**config.mk**
```make
export PLATFORM = sky130hd
export DESIGN_NAME = mtg_ctrl
export DESIGN_NICKNAME = d
export VERILOG_FILES = /design/src/sv/mt19937_generator_core_assert.svh /design/src/sv/mtg_pkg.sv /design/src/sv/mtg_ctrl.sv
export SDC_FILE = /design/constraint.sdc
export NUM_CORES = 1
export LEC_CHECK = 0
export ABC_AREA = 1
export BUFFER_PORTS_ARGS = -buffer_cell sky130_fd_sc_hd__buf_2
export CAP_MARGIN = 40
export CORE_AREA = 3 3 40 42
export CTS_CLUSTER_SIZE = 16
export DETAILED_ROUTE_END_ITERATION = 7
export DIE_AREA = 0 0 43 45
export GPL_TIMING_DRIVEN = 0
export PLACE_DENSITY = 0.35
export REMOVE_ABC_BUFFERS = 1
export SYNTH_ARGS = -nofsm -noshare
export SYNTH_HDL_FRONTEND = slang
export SYNTH_SLANG_ARGS = --single-unit
```
**constraint.sdc**
```tcl
create_clock -name clk -period 1 [get_ports clk]
set_input_delay 0.1 -clock clk [delete_from_list [all_inputs] [get_ports clk]]
set_output_delay 0.1 -clock clk [all_outputs]
set_load 0.02 [all_outputs]
```
**src/sv/mt19937_generator_core_assert.svh**
```systemverilog
// Assertion macros for the generator's top-level RTL file.
`ifndef MT19937_GENERATOR_CORE_ASSERT_SVH
`define MT19937_GENERATOR_CORE_ASSERT_SVH

// Same-cycle implication, checked on clk and disabled in reset.
`define MTG_ASSERT_SAME(label, ante, cons, msg) \
	label: assert property (@(posedge clk) disable iff (!arst_n) (ante) |-> (cons)) \
		else $error(msg);

// Next-cycle implication, checked on clk and disabled in reset.
`define MTG_ASSERT_NEXT(label, ante, cons, msg) \
	label: assert property (@(posedge clk) disable iff (!arst_n) (ante) |=> (cons)) \
		else $error(msg);

`endif

```
**src/sv/mtg_pkg.sv**
```systemverilog
// Types and constants shared by the MT19937 generator modules.
`timescale 1ns / 1ps
`default_nettype none

package mtg_pkg;

	localparam logic [31:0] MT_MATRIX   = 32'h9908_B0DF;
	localparam logic [31:0] MT_INIT_MUL = 32'd1812433253;
	localparam logic [31:0] MT_TEMPER_B = 32'h9D2C_5680;
	localparam logic [31:0] MT_TEMPER_C = 32'hEFC6_0000;
	localparam int unsigned MT_SHIFT_M  = 397;

	typedef enum logic [2:0] {
		ST_IDLE,
		ST_SEED_MUL,
		ST_SEED_ADD,
		ST_DRAW_RD,
		ST_DRAW_FAR,
		ST_DRAW_CALC
	} mtg_state_t;

	typedef struct packed {
		logic seed_load;
		logic seed_mul;
		logic seed_add;
		logic far_sel;
		logic draw_capture;
		logic draw_commit;
	} mtg_cmd_t;

	typedef struct packed {
		logic seed_last;
		logic out_free;
	} mtg_status_t;

endpackage

`default_nettype wire

```
**src/sv/mtg_ctrl.sv**
```systemverilog
// Sequencer for reseed and draw operations of the MT19937 generator.
`timescale 1ns / 1ps
`default_nettype none

module mtg_ctrl (
	input  wire logic                clk,
	input  wire logic                arst_n,
	input  wire logic                in_valid,
	output logic                     in_ready,
	input  wire logic                func,
	input  wire mtg_pkg::mtg_status_t status,
	output mtg_pkg::mtg_cmd_t        cmd
);

	mtg_pkg::mtg_state_t state_q;
	mtg_pkg::mtg_state_t state_d;

	always_ff @(posedge clk or negedge arst_n) begin
		if (!arst_n) begin
			state_q <= mtg_pkg::ST_IDLE;
		end else begin
			state_q <= state_d;
		end
	end

	always_comb begin
		state_d  = state_q;
		cmd      = '0;
		in_ready = 1'b0;
		unique case (state_q)
			mtg_pkg::ST_IDLE: begin
				in_ready = 1'b1;
				if (in_valid) begin
					if (func) begin
						cmd.seed_load = 1'b1;
						state_d       = mtg_pkg::ST_SEED_MUL;
					end else begin
						state_d = mtg_pkg::ST_DRAW_RD;
					end
				end
			end
			mtg_pkg::ST_SEED_MUL: begin
				cmd.seed_mul = 1'b1;
				state_d      = mtg_pkg::ST_SEED_ADD;
			end
			mtg_pkg::ST_SEED_ADD: begin
				cmd.seed_add = 1'b1;
				state_d      = status.seed_last ? mtg_pkg::ST_IDLE : mtg_pkg::ST_SEED_MUL;
			end
			mtg_pkg::ST_DRAW_RD: begin
				state_d = mtg_pkg::ST_DRAW_FAR;
			end
			mtg_pkg::ST_DRAW_FAR: begin
				cmd.far_sel      = 1'b1;
				cmd.draw_capture = 1'b1;
				state_d          = mtg_pkg::ST_DRAW_CALC;
			end
			mtg_pkg::ST_DRAW_CALC: begin
				cmd.far_sel     = 1'b1;
				cmd.draw_commit = 1'b1;
				if (status.out_free) begin
					state_d = mtg_pkg::ST_IDLE;
				end
			end
			default: begin
				state_d = mtg_pkg::ST_IDLE;
			end
		endcase
	end

endmodule

`default_nettype wire

```
==> results.txt <==
----------------------------------------------------
[Outcome]
  Status ... finished, violations left
  Violated checks ... setup timing

[Synthesis]
  Sequential share of the synthesized area ... between 30 and 40%
  Mean area per synthesized cell ... between 7 and 8 µm²
  Number of warnings issued by yosys ... 0
  Flops & latches, synth ... 3
  Cell count after synthesis ... 30
  Number of different library cells in the post-synthesis netlist ... 13
  Total standard cell area after synthesis ... roughly 210 µm²

[Floorplanning]
  Count of standard-cell rows ... 13
  Initial Util ... between 10% and 20%
  I/O pin count ... 13
  Die span in x ... roughly 43 µm
  Core ar. ... about 1300 µm²
  Area of the die ... around 1900 µm²
  Chip Height ... 45 µm

[GRT]
  Via count of the first global-routing pass ... approximately 260
  Total gr overflow ... 0
  Overall global routing resource usage ... roughly 7.5%
  Antenna violations before repair ... 0
  Wire length of the first global-routing pass ... 1030 µm
  Largest net degree at the start of global routing ... 6

[Critical path]
  Worst Setup Start Kind ... flop
  Setup slack, reg-to-reg ... -0.08 ns
  Family of cells with the greatest summed delay on the critical path ... flip-flops
  End of the worst register-to-register path ... state_q[1]$_DFFE_PN0P_
  Worst Setup End Kind ... primary output
  Critical Path Fanout Max ... 5
  Cell-by-cell trace of the critical path ... nor2_4 > nand2_2 > nor2_2 > buf_4
  Start of the worst register-to-register path ... state_q[0]$_DFFE_PN0P_
  Required time reported for the critical path endpoint ... ~0.9 ns
  Worst Path Arrival ... between 1 and 1.5 ns
  Cell type of the slowest stage on the worst timing path ... dfrtp_2
  Worst R2R Path Depth ... 5
  Crit-path max cell delay ... between 0.4 and 0.5 ns
  Crit path buffers/inverters ... 1
  Critical Setup Path Class ... flop to primary output

[Final layout]
  Fraction of layout instances using a drive strength above 1 ... approximately two thirds
  Antenna fix cells ... 0
  Largest registers ... state_q (3)
  Final net count ... 59
  Register with the highest flop count ... state_q
  Flip-flop count of the largest register, all copies and words added ... 3
  Post-layout utilization of the core ... about 34%
  Growth of design area from synthesis to finish ... 106%

[Routing]
  Routed len/inst ... around 9 µm
  Antenna violation net count after detailed routing ... 0
  Starting DRT DRC Count ... 5
  Total wire length ... 616 µm
  Number of design rule violations left after detail routing ... 0
  Number of detailed-routing iterations run before antenna repair ... 4
  Detailed-route via count ... about 260
  Ratio of routed vias to standard cells ... 3.81

[CTS]
  Number of buffers created by CTS ... 3
  Clock sink count ... 3
  Worst skew pair latency ... 0.24 ns
  H-Tree Depth ... 1
  TritonCTS clock tree ... built
  Max Root-Sink Buffers ... 2
  Clock slew seen by the registers of the worst setup and hold paths ... 0.04 ns
  Buffer cell driving the clock tree root ... clkbuf_4

[STA]
  Fin crit period ... roughly 1.2 ns
  Final setup slack of the worst path ... -0.208 ns
  Final setup fails ... 9
  Post-route fraction of the period consumed by the critical path ... 121%
  Clock tree skew after final layout ... around 0.0021 ns
  Worst hold margin ... 0.150 ns
  Final hold violation count ... 0
  Achievable frequency ... 0.828 GHz
  RSZ-0062 raised after global routing ... true
  Least-Margin Pin Slew ... around 0.17 ns
  Worst slew margin relative to its limit ... between 80% and 90%
  Number of pins exceeding their max-slew limit in the final report ... 0

[Hold path]
  Worst Hold Path Cells ... 4
  Launch point of the worst hold path ... status[1]
  Endpoint of the worst hold-timing path ... state_q[0]$_DFFE_PN0P_
  Worst hold path class ... input port to flop

[Placed design]
  Count of input and output buffers ... 12
  Worst Setup Slack post-DPL ... -0.110 ns
  Routability-driven placement congestion ratio ... 0.661
  DP HPWL ... roughly 400 µm

[Power and ir drop]
  Areal power density over the cells ... approximately 3200 nW/µm²
  Peak supply drop ... between 1 and 1.5 mV
  Total power of the final layout ... 1390 µW
  Static Leakage ... ~0.00022 µW

[Flow run]
  Max-cap viol count ... 0

----------------------------------------------------
report_power, final:
group          switching, µW  internal [µW]  total (µW)  leakage, µW
Combinational            452            440         893     0.000174
Sequential              98.4            182         281    0.0000353
Clock                   65.8            150         216    0.0000150
routing by layer:
layer  track usage [%]  routed length, µm  share of wire [%]
met2              11.1                292                 47
met4              9.04                 21                3.4
met1              8.98                257                 42
met5                 0                  0                  0
met3             0.398                 45                7.3
worst max-delay path by stage:
stage	to	slack (ns)	start	cells past startpoint
2_1_floorplan	cmd[4]	-0.03	state_q[0]$_DFFE_PN0P_	2
3_3_place_gp	state_q[1]$_DFFE_PN0P_	-0.14	state_q[1]$_DFFE_PN0P_	5
3_5_place_dp	state_q[1]$_DFFE_PN0P_	-0.11	state_q[1]$_DFFE_PN0P_	5
4_1_cts	cmd[2]	-0.21	state_q[0]$_DFFE_PN0P_	4
5_1_grt	cmd[5]	-0.28	state_q[1]$_DFFE_PN0P_	4
6_report	cmd[5]	-0.21	state_q[1]$_DFFE_PN0P_	4
cells by family (layout without fill, tap and decap cells):
| group | after synthesis | in the layout | synth area share (%) |
|---|---|---|---|
| buffers and inverters | 7 | 29 | 12.5 |
| DFF | 3 | 3 | 35.7 |
| AOI/OAI and AO/OA | 3 | 3 | 12.5 |
| and+or+nand+nor | 17 | 17 | 39.3 |
cell usage in the layout (no fill, tap or decap), types with 2 or more instances in the layout:
cell type  count
clkbuf_4       3
inv_1          5
nor2_2         2
buf_4          8
nand2_1        3
nor2_4         2
nor2_1         2
buf_2          5
inv_2          2
nand2_2        4
dfrtp_2        2
buf_6          4
Yosys cell counts (all sizes together):
| cell type | instances | area share [%] |
|---|---|---|
| o21bai | 1 | 5.4 |
| a211oi | 1 | 3.6 |
| nor2 | 6 | 13 |
| dfrtp | 3 | 36 |
| and2 | 1 | 3.0 |
| nor3 | 1 | 2.4 |
| o211ai | 1 | 3.6 |
| nand3 | 2 | 7.1 |
| inv | 7 | 13 |
| nand2 | 7 | 14 |
cell type report:
class | instances | area (µm²)
Tap cell | 15 | 18.8
Sequential cell | 3 | 77.6
Inverter | 7 | 26.3
Clock buffer | 4 | 26.3
Multi-Input combinational cell | 20 | 144
Fill cell | 137 | 852
Timing Repair Buffer | 18 | 140
repair_timing:
item,in CTS,in global routing
pin swaps,2,2
resized for setup,11,13
buffers inserted,4,1
endpoints found under the hold margin,3,0
endpoints found under the setup margin,9,10
hold buffers,1,0
metrics by stage:
step	instances	area, µm²	setup TNS [ns]
6_report	67	433	-1.35
5_1_grt	67	433	-2.03
4_1_cts	66	382	-1.38
3_5_place_dp	57	289	-0.256
3_3_place_gp	57	289	-0.383
2_1_floorplan	30	210	-0.0524
worst reg2reg max path, cell delays in order (launching register included):
cell     delay, ns
dfrtp_1       0.40
buf_4         0.16
nand3_4       0.09
nor2_4        0.12
nor2_1        0.06
and2_1        0.14
(Power assumes the default switching activity.)
